===== src/hw/rtl/bffa_pkg.sv =====
// Shared types, sizes and helpers for the bitmap first-free allocator.
// No dependencies; every other file in hw/rtl imports this package.
package bffa_pkg;

    localparam int BLOCK_BYTES     = 4096;
    localparam int MAX_BLOCKS      = 8;
    localparam int BITS_PER_BYTE   = 8;
    localparam int WORD_BYTES      = 8;
    localparam int WORD_BITS       = WORD_BYTES * BITS_PER_BYTE;
    localparam int WORDS_PER_BLOCK = BLOCK_BYTES / WORD_BYTES;
    localparam int STORE_BYTES     = MAX_BLOCKS * BLOCK_BYTES;
    localparam int STORE_WORDS     = STORE_BYTES / WORD_BYTES;
    localparam int WADDR_W         = $clog2(STORE_WORDS);
    localparam int WIB_W           = $clog2(WORDS_PER_BLOCK);
    localparam int LANE_W          = $clog2(WORD_BYTES);
    localparam int BIDX_W          = $clog2(WORD_BITS);

    localparam int CFG_W           = 4;
    localparam int BADDR_W         = 15;
    localparam int BYTE_W          = 8;
    localparam int BLK_W           = 3;
    localparam int BIT_W           = 15;
    localparam int PADDR_W         = 3;
    localparam int PDATA_W         = 32;

    localparam logic KIND_LOAD  = 1'b0;
    localparam logic KIND_ALLOC = 1'b1;

    localparam logic REG_BLOCKS_IN_USE = 1'b0;

    typedef logic [WORD_BITS-1:0] t_word;
    typedef logic [WADDR_W-1:0]   t_waddr;

    typedef struct packed {
        logic   we;
        t_waddr waddr;
        t_word  wdata;
        logic   re;
        t_waddr raddr;
    } t_ram_req;

    typedef struct packed {
        logic              found;
        logic [BIDX_W-1:0] idx;
    } t_ffz;

    // Lowest zero bit of a bitmap word.
    function automatic t_ffz find_first_zero(t_word w);
        t_ffz r;
        r.found = 1'b0;
        r.idx   = '0;
        for (int i = WORD_BITS - 1; i >= 0; i--) begin
            if (!w[i]) begin
                r.found = 1'b1;
                r.idx   = BIDX_W'(i);
            end
        end
        return r;
    endfunction

endpackage


===== src/hw/rtl/bffa_ctrl.sv =====
// Sequencer: clearing pass, byte loads (read-merge-write) and the word-by-word
// free-bit scan with claim write-back. Holds the result register.
// Depends on bffa_pkg.
module bffa_ctrl
    import bffa_pkg::*;
(
    input  logic               i_clk,
    input  logic               i_rst_n,
    input  logic [CFG_W-1:0]   i_blocks_in_use,
    input  logic               i_in_valid,
    output logic               o_in_ready,
    input  logic               i_kind,
    input  logic [BADDR_W-1:0] i_byte_address,
    input  logic [BYTE_W-1:0]  i_byte_value,
    output logic               o_out_valid,
    input  logic               i_out_ready,
    output logic               o_found,
    output logic [BLK_W-1:0]   o_block_number,
    output logic [BIT_W-1:0]   o_bit_index,
    output t_ram_req           o_ram_req,
    input  t_word              i_rdata
);

    localparam logic [2:0] ST_CLEAR   = 3'd0;
    localparam logic [2:0] ST_IDLE    = 3'd1;
    localparam logic [2:0] ST_LOAD_RD = 3'd2;
    localparam logic [2:0] ST_LOAD_WR = 3'd3;
    localparam logic [2:0] ST_SCAN    = 3'd4;
    localparam logic [2:0] ST_RESULT  = 3'd5;

    logic [2:0]          r_state,     n_state;
    t_waddr              r_clr_addr,  n_clr_addr;
    logic [WADDR_W:0]    r_raddr,     n_raddr;
    logic                r_pend,      n_pend;
    t_waddr              r_chk,       n_chk;
    logic [WADDR_W:0]    r_end,       n_end;
    logic                r_out_valid, n_out_valid;

    t_waddr              r_hit_addr,  n_hit_addr;
    t_word               r_hit_word,  n_hit_word;
    logic                r_found,     n_found;
    logic [BIDX_W-1:0]   r_idx,       n_idx;
    logic [LANE_W-1:0]   r_lane,      n_lane;
    logic [BYTE_W-1:0]   r_byte,      n_byte;
    logic                r_out_found, n_out_found;
    logic [BLK_W-1:0]    r_out_block, n_out_block;
    logic [BIT_W-1:0]    r_out_bit,   n_out_bit;

    logic [CFG_W-1:0]    w_limit;
    logic [WADDR_W:0]    w_scan_end;
    t_ffz                w_ffz;
    t_word               w_merged;
    t_ram_req            w_req;

    assign w_limit    = (i_blocks_in_use > CFG_W'(MAX_BLOCKS)) ? CFG_W'(MAX_BLOCKS)
                                                               : i_blocks_in_use;
    assign w_scan_end = (WADDR_W+1)'(w_limit) * (WADDR_W+1)'(WORDS_PER_BLOCK);
    assign w_ffz      = find_first_zero(i_rdata);

    always_comb begin
        w_merged = i_rdata;
        w_merged[r_lane*BITS_PER_BYTE +: BITS_PER_BYTE] = r_byte;
    end

    always_comb begin
        n_state     = r_state;
        n_clr_addr  = r_clr_addr;
        n_raddr     = r_raddr;
        n_pend      = r_pend;
        n_chk       = r_chk;
        n_end       = r_end;
        n_hit_addr  = r_hit_addr;
        n_hit_word  = r_hit_word;
        n_found     = r_found;
        n_idx       = r_idx;
        n_lane      = r_lane;
        n_byte      = r_byte;
        n_out_found = r_out_found;
        n_out_block = r_out_block;
        n_out_bit   = r_out_bit;
        n_out_valid = r_out_valid;
        w_req       = '0;

        if (r_out_valid && i_out_ready) begin
            n_out_valid = 1'b0;
        end

        case (r_state)
            ST_CLEAR: begin
                w_req.we    = 1'b1;
                w_req.waddr = r_clr_addr;
                w_req.wdata = '0;
                n_clr_addr  = r_clr_addr + 1'b1;
                if (r_clr_addr == WADDR_W'(STORE_WORDS - 1)) begin
                    n_state = ST_IDLE;
                end
            end
            ST_IDLE: begin
                if (i_in_valid) begin
                    if (i_kind == KIND_LOAD) begin
                        // loads beyond the store are dropped
                        if (32'(i_byte_address) < 32'(STORE_BYTES)) begin
                            n_hit_addr = WADDR_W'(i_byte_address >> LANE_W);
                            n_lane     = i_byte_address[LANE_W-1:0];
                            n_byte     = i_byte_value;
                            n_state    = ST_LOAD_RD;
                        end
                    end else begin
                        n_raddr = '0;
                        n_pend  = 1'b0;
                        n_end   = w_scan_end;
                        if (w_scan_end == '0) begin
                            n_found    = 1'b0;
                            n_idx      = '0;
                            n_hit_addr = '0;
                            n_state    = ST_RESULT;
                        end else begin
                            n_state = ST_SCAN;
                        end
                    end
                end
            end
            ST_LOAD_RD: begin
                w_req.re    = 1'b1;
                w_req.raddr = r_hit_addr;
                n_state     = ST_LOAD_WR;
            end
            ST_LOAD_WR: begin
                w_req.we    = 1'b1;
                w_req.waddr = r_hit_addr;
                w_req.wdata = w_merged;
                n_state     = ST_IDLE;
            end
            ST_SCAN: begin
                // one read in flight; r_chk names the word now on i_rdata
                if (r_raddr < r_end) begin
                    w_req.re    = 1'b1;
                    w_req.raddr = r_raddr[WADDR_W-1:0];
                    n_raddr     = r_raddr + 1'b1;
                    n_pend      = 1'b1;
                    n_chk       = r_raddr[WADDR_W-1:0];
                end else begin
                    n_pend = 1'b0;
                end
                if (r_pend) begin
                    if (w_ffz.found) begin
                        n_found    = 1'b1;
                        n_idx      = w_ffz.idx;
                        n_hit_addr = r_chk;
                        n_hit_word = i_rdata;
                        n_state    = ST_RESULT;
                    end else if ({1'b0, r_chk} + 1'b1 == r_end) begin
                        n_found    = 1'b0;
                        n_idx      = '0;
                        n_hit_addr = '0;
                        n_state    = ST_RESULT;
                    end
                end
            end
            ST_RESULT: begin
                if (!r_out_valid || i_out_ready) begin
                    if (r_found) begin
                        w_req.we    = 1'b1;
                        w_req.waddr = r_hit_addr;
                        w_req.wdata = r_hit_word | (WORD_BITS'(1) << r_idx);
                    end
                    n_out_valid = 1'b1;
                    n_out_found = r_found;
                    n_out_block = r_found ? BLK_W'(r_hit_addr >> WIB_W) : '0;
                    n_out_bit   = r_found ? BIT_W'({r_hit_addr[WIB_W-1:0], r_idx}) : '0;
                    n_state     = ST_IDLE;
                end
            end
            default: begin
                n_state = ST_IDLE;
            end
        endcase
    end

    always_ff @(posedge i_clk) begin
        if (!i_rst_n) begin
            r_state     <= ST_CLEAR;
            r_clr_addr  <= '0;
            r_raddr     <= '0;
            r_pend      <= 1'b0;
            r_chk       <= '0;
            r_end       <= '0;
            r_out_valid <= 1'b0;
        end else begin
            r_state     <= n_state;
            r_clr_addr  <= n_clr_addr;
            r_raddr     <= n_raddr;
            r_pend      <= n_pend;
            r_chk       <= n_chk;
            r_end       <= n_end;
            r_out_valid <= n_out_valid;
        end
    end

    always_ff @(posedge i_clk) begin
        r_hit_addr  <= n_hit_addr;
        r_hit_word  <= n_hit_word;
        r_found     <= n_found;
        r_idx       <= n_idx;
        r_lane      <= n_lane;
        r_byte      <= n_byte;
        r_out_found <= n_out_found;
        r_out_block <= n_out_block;
        r_out_bit   <= n_out_bit;
    end

    assign o_in_ready     = (r_state == ST_IDLE);
    assign o_out_valid    = r_out_valid;
    assign o_found        = r_out_found;
    assign o_block_number = r_out_block;
    assign o_bit_index    = r_out_bit;
    assign o_ram_req      = w_req;

endmodule

===== config.mk =====
export PLATFORM = sky130hd
export DESIGN_NAME = bffa_ctrl
export DESIGN_NICKNAME = d
export VERILOG_FILES = /design/src/hw/rtl/bffa_pkg.sv /design/src/hw/rtl/bffa_ctrl.sv
export SDC_FILE = /design/constraint.sdc
export NUM_CORES = 1
export LEC_CHECK = 0
export BUFFER_PORTS_ARGS = -buffer_cell sky130_fd_sc_hd__buf_2
export CAP_MARGIN = 20
export CELL_PAD_IN_SITES_DETAIL_PLACEMENT = 1
export CELL_PAD_IN_SITES_GLOBAL_PLACEMENT = 2
export CORE_MARGIN = 4
export CORE_UTILIZATION = 30
export DETAILED_ROUTE_END_ITERATION = 12
export GPL_TIMING_DRIVEN = 0
export PLACE_DENSITY = 0.88
export SETUP_SLACK_MARGIN = 0.05
export SYNTH_ARGS = -nofsm -noshare
export SYNTH_HDL_FRONTEND = slang
export SYNTH_SLANG_ARGS = --single-unit

===== constraint.sdc =====
create_clock -name i_clk -period 3.65 [get_ports i_clk]
set_input_delay 0.73 -clock i_clk [delete_from_list [all_inputs] [get_ports i_clk]]
set_output_delay 0.73 -clock i_clk [all_outputs]
set_load 0.01 [all_outputs]

; ---- Word level (Yosys, flattened, before mapping)
; Index checks and enable logic that the tools add are counted.
; W data, S select, Z words.
[classes]
n_bitwise = 2
reduce_logical = 16
muxes = 112
n_eq_ne = 16
magnitude_cmp = 2
n_mul = 0
shift = 3
n_div = 0
add_sub_neg = 4
[ops]
columns = op, count
row1 = $mux W7, 64
row2 = $pmux W77 S3, 1
row3 = $mux W77, 2
row4 = $mux W12, 6
row5 = $bwmux W64, 1
row6 = $or A64 B64 Y64, 1
row7 = $shift A8 B34 Y64 const A, 1
row8 = $shiftx A8 B34 Y64, 1
row9 = $shl A1 B6 Y64 const A, 1
row10 = $mux W13, 4
row11 = $pmux W13 S2, 2
row12 = $mux W6, 6
row13 = $neg A6 Y34, 1
row14 = $pmux W12 S2, 1
row15 = $mux W3, 7
row16 = $pmux W3 S5, 1
row17 = $add A12 B1 Y13 const B, 1
row18 = $add A13 B1 Y13 const B, 1
row19 = $eq A13 B13 Y1, 1
row20 = $logic_not A13 Y1, 1
row21 = $lt A13 B13 Y1, 1
row22 = $mux W1, 13
row23 = $add A12 B1 Y12 const B, 1
row24 = $eq A12 B12 Y1 const B, 1
row25 = 22 further kinds, 35
[word_totals]
latch_bits = 0
ram_bits = 0
mem_bits_ro = 0
reg_bits = 159
mem_count = 0
output_inout_bits = 111
in_bits = 96

; ---- Depth between registers and ports, before layout
[depth]
ltp_word = 67
mapped_depth = 10

; ---- Worst setup path before layout
; OpenSTA, ideal clock, no wires.
[synth_timing]
path_type = input -> register
startpoint = in i_rdata[62]
endpoint = reg r_hit_word[0], enable pin
cell_stages = 7
setup_time_ns = 0.428
slack_ns = 0.018
required_ns = 3.222
n_path_buf = 1
t_arrival_ns = 3.203
cell_sequence = and4_1 nor4b_1 nand4_1 nor2_1 nor2_1 buf_6 and2_1
[synth_via]
elab_chain_len = 64
[synth_lines]
columns = element, line
row1 = from (decl), bffa_ctrl.sv:21  ; input t_word i_rdata
row2 = $mux W7 (63 in series), bffa_pkg.sv:53  ; if (!w[i]) begin
row3 = $reduce_and A3 Y1 (no line), --
row4 = to (signal assigned), bffa_ctrl.sv:202  ; r_hit_word <= n_hit_word;
row5 = to (decl), bffa_ctrl.sv:40  ; t_word r_hit_word, n_hit_word;
; Every way passes these cells.
; A chain may end at the register's enable or synchronous reset.

==> qor.txt <==
Seq/Total Area, Yosys - 48.85%
Max H-tree Level - 4
Detailed Routing Iterations Pass 1 - 5
Clock power share - 46.7%
Total Wirelength - 36560 um
Final setup viols - 0
Routed wire per std cell - 23.71 um
Post-DRT Antenna Nets - 0
FF-to-FF End - r_hit_word[7]$_DFFE_PP_
GRT Util Overall - 21.66%
CP Class - flip-flop to output pin
GPL Wtd Cong - 0.9133
Bufs on Longest Clock Path - 2
Hold Crit Class - primary input to flip-flop
Die Y - 179.6 um
Number of buffers added on ports - 205
Pins Over Slew Limit - 0
Crit path max fanout - 10
P_leak - 0.004323 uW
R2r worst-path depth - 6
Worst r2r src - r_state[1]$_SDFFE_PN0P_
Sink Count - 159
Bufs and invs on worst path - 4
Vias in the first global route - 8809
Dpl hpwl - 26810 um
Synth Net Count - 1011
Full die area - 32250 um2
Vias - 8684
Comb pwr share - 5.4%
Final Core Density - 38.74%
Post-synth EDFFs - 113
Commonest non-fill, non-tap cell in the layout - buf_2
Share of layout cells above drive strength 1 - 25.02%
Core ar. - 28860 um2
CTS buffer count - 17
Final Cycle Share - 98.09%
Number of synthesized register bits - 159
Async SR Flop Fraction - 0%
Flop pwr share - 47.9%
1st-iter DRT viols - 849
Starting Density - 30.60%
Vias per cell - 5.632
Worst skew pair latency - 440 ps
Worst path cell trace - buf_6 > inv_1 > ha_1 > ha_2 > nand4b_1 > clkbuf_2 > mux2i_1 > o22ai_1 > buf_2
Die W - 179.6 um
Setup Total Neg Slack - 0 ps
Grt total ovfl - 0
Initial antenna violation count - 8
Cts hold-fix bufs - 0
# nets final - 1245
Clock-pin slew on the worst setup and hold paths - 70 ps
Max Cap Viol - 0
Top_reg_cell synth - edfxtp_1
Placed instance area - 10370 um2
Cell area after synthesis - 8831 um2
Fin. Hold Viols - 0
Worst EP required - 2920 ps
Int Power - 3052 uW
First-pass GRT wire length - 54630 um
Sw frac - 24.24%
Hold path start - i_byte_value[6]
I/O Pins - 207
Rows - 62
Max IR drop VDD - 0.2166 mV
Run status - completed
Unrepaired setup endpoints after global routing - false
Hold depth - 1
Yosys cell types - 63
Area growth, synth to finish - 26.59%
Crit path DAT - 2850 ps
Root buffer cell - clkbuf_16
Endpoint class of the critical path - output pin
Slowest stage delay, CP - 440 ps
Commonest cells after routing, fill and taps aside - 209 x buf_2, 113 x edfxtp_1, 96 x nand2_1
Delay-heaviest family, CP - buffers and inverters
Final Cell Area - 11180 um2
Hold Path Sink - r_byte[6]$_DFFE_PP_
Min Tclk post-route - 3580 ps
Drc violations - 0
Slew Limit Headroom - 27.14%
Syn avg cell area - 9.726 um2
CP Launch Type - flip-flop
Power per cell area - 360.4 nW/um2
Yosys warns - 0
CTS tree - built
Cells after synthesis - 908
Largest net degree at the start of global routing - 65
Switching pwr - 976.4 uW
Slowest-stage cell, CP - ha_2
Worst Max-Slew Pin Slew - 1078 ps
Fin Clk Skew - 12.93 ps
Reg2Reg Setup Slack - 870 ps
Fmax achieved - 279.3 MHz
==> synth_stat cells (5+ instances only) <==
cell type / number / share of area (%)
or3_1: 5 / 0.35
ha_1: 7 / 0.99
o22ai_1: 65 / 4.6
nand3_1: 29 / 1.6
xnor2_1: 13 / 1.3
and2_1: 31 / 2.2
nor2_1: 44 / 1.9
clkbuf_1: 34 / 1.4
a31oi_1: 12 / 0.85
and3_1: 5 / 0.35
mux2i_1: 62 / 7.0
edfxtp_1: 113 / 38
dfxtp_1: 46 / 10
nand4_1: 30 / 2.1
nor3b_1: 7 / 0.60
nor3_1: 12 / 0.68
nor2b_1: 14 / 0.99
o21ai_0: 22 / 1.2
inv_1: 22 / 0.94
a21o_1: 7 / 0.60
nand2b_1: 18 / 1.3
nor4_1: 5 / 0.35
a21oi_1: 88 / 5.0
buf_1: 17 / 0.72
a22o_1: 23 / 2.3
a21boi_0: 19 / 1.6
nand2_1: 97 / 4.1
==> state kept, by name (all words and copies together) (netlist names), 3 cells and up <==
name            cells
r_hit_word         64
o_bit_index        15
r_raddr            13
r_chk              12
r_clr_addr         12
r_hit_addr         12
r_byte              8
r_idx               6
r_end               4
o_block_number      3
r_lane              3
r_state             3
==> per-layer routing <==
layer	track usage (%)	part of all wire [%]	vias to the layer above
met5	0	0.17	-
met4	6.949	2.7	10
met3	4.830	7.2	82
met2	36.58	49	360
met1	27.67	41	4320
li1	-	-	3912
==> area by class of cell <==
type | count | area (um2)
inverter | 22 | 82.58
clock inverter | 11 | 103.9
fill | 3383 | 17680
sequential | 159 | 4314
multi-input combinational | 670 | 4277
clock buffer | 21 | 514.2
antenna | 3 | 7.507
buffer | 55 | 241.5
tap | 384 | 480.5
timing repair buffer | 217 | 1159
==> power by group through the flow <==
stage	Combinational, uW	Sequential (uW)	Clock, uW
after floorplan	78.9	1970	0
after global placement	204	1970	0
after detailed placement	211	1970	0
after CTS	213	1930	1900
after global routing	237	1930	1990
final	218	1930	1880
==> worst register-to-register path: cells and delay by family (launching register included) <==
| kind | cells | cell delay, ps |
|---|---|---|
| flip-flops | 1 | 310 |
| AND/OR/NAND/NOR | 3 | 1510 |
| buffers and inverters | 3 | 530 |
==> worst max path at each step <==
stage | slack, ps | from | end | cells after the start
6_report | 70 | r_lane[0]$_DFFE_PP_ | o_ram_req[21] | 9
5_1_grt | 30 | r_lane[0]$_DFFE_PP_ | o_ram_req[22] | 9
4_1_cts | 60 | r_lane[0]$_DFFE_PP_ | o_ram_req[21] | 9
3_5_place_dp | -430 | r_lane[0]$_DFFE_PP_ | o_ram_req[57] | 10
3_3_place_gp | -1000 | i_out_ready | o_ram_req[37] | 8
2_1_floorplan | 240 | i_out_ready | o_ram_req[16] | 6
==> stage by stage <==
stage	total power, uW	hold WS (ps)	setup WS [ps]	instances
3_5_place_dp	2180	478.0	-434.2	1500
2_1_floorplan	2047	456.7	235.9	908
5_1_grt	4150	452.1	33.76	1542
6_report	4029	468.1	69.89	1542
3_3_place_gp	2173	472.4	-996.8	1497
4_1_cts	4043	453.2	55.42	1536
==> cell families (layout without fill, tap and decap cells) <==
group | count (synthesis) | count (layout) | share of synthesized area [%]
other cells | 0 | 3 | 0
mux | 62 | 62 | 7.028
compound gates | 269 | 269 | 19.40
fa+ha+maj | 8 | 8 | 1.105
xor+xnor | 15 | 15 | 1.488
simple gates | 316 | 316 | 18.55
buf+inv | 79 | 326 | 3.585
flops | 159 | 159 | 48.85
==> what timing repair did <==
action,4_1_cts,5_1_grt
buffers inserted,6,2
resized for setup,17,11
pin swaps,5,1
endpoints found under the setup margin,64,66
No activity file was read; power rests on OpenSTA's default activity.
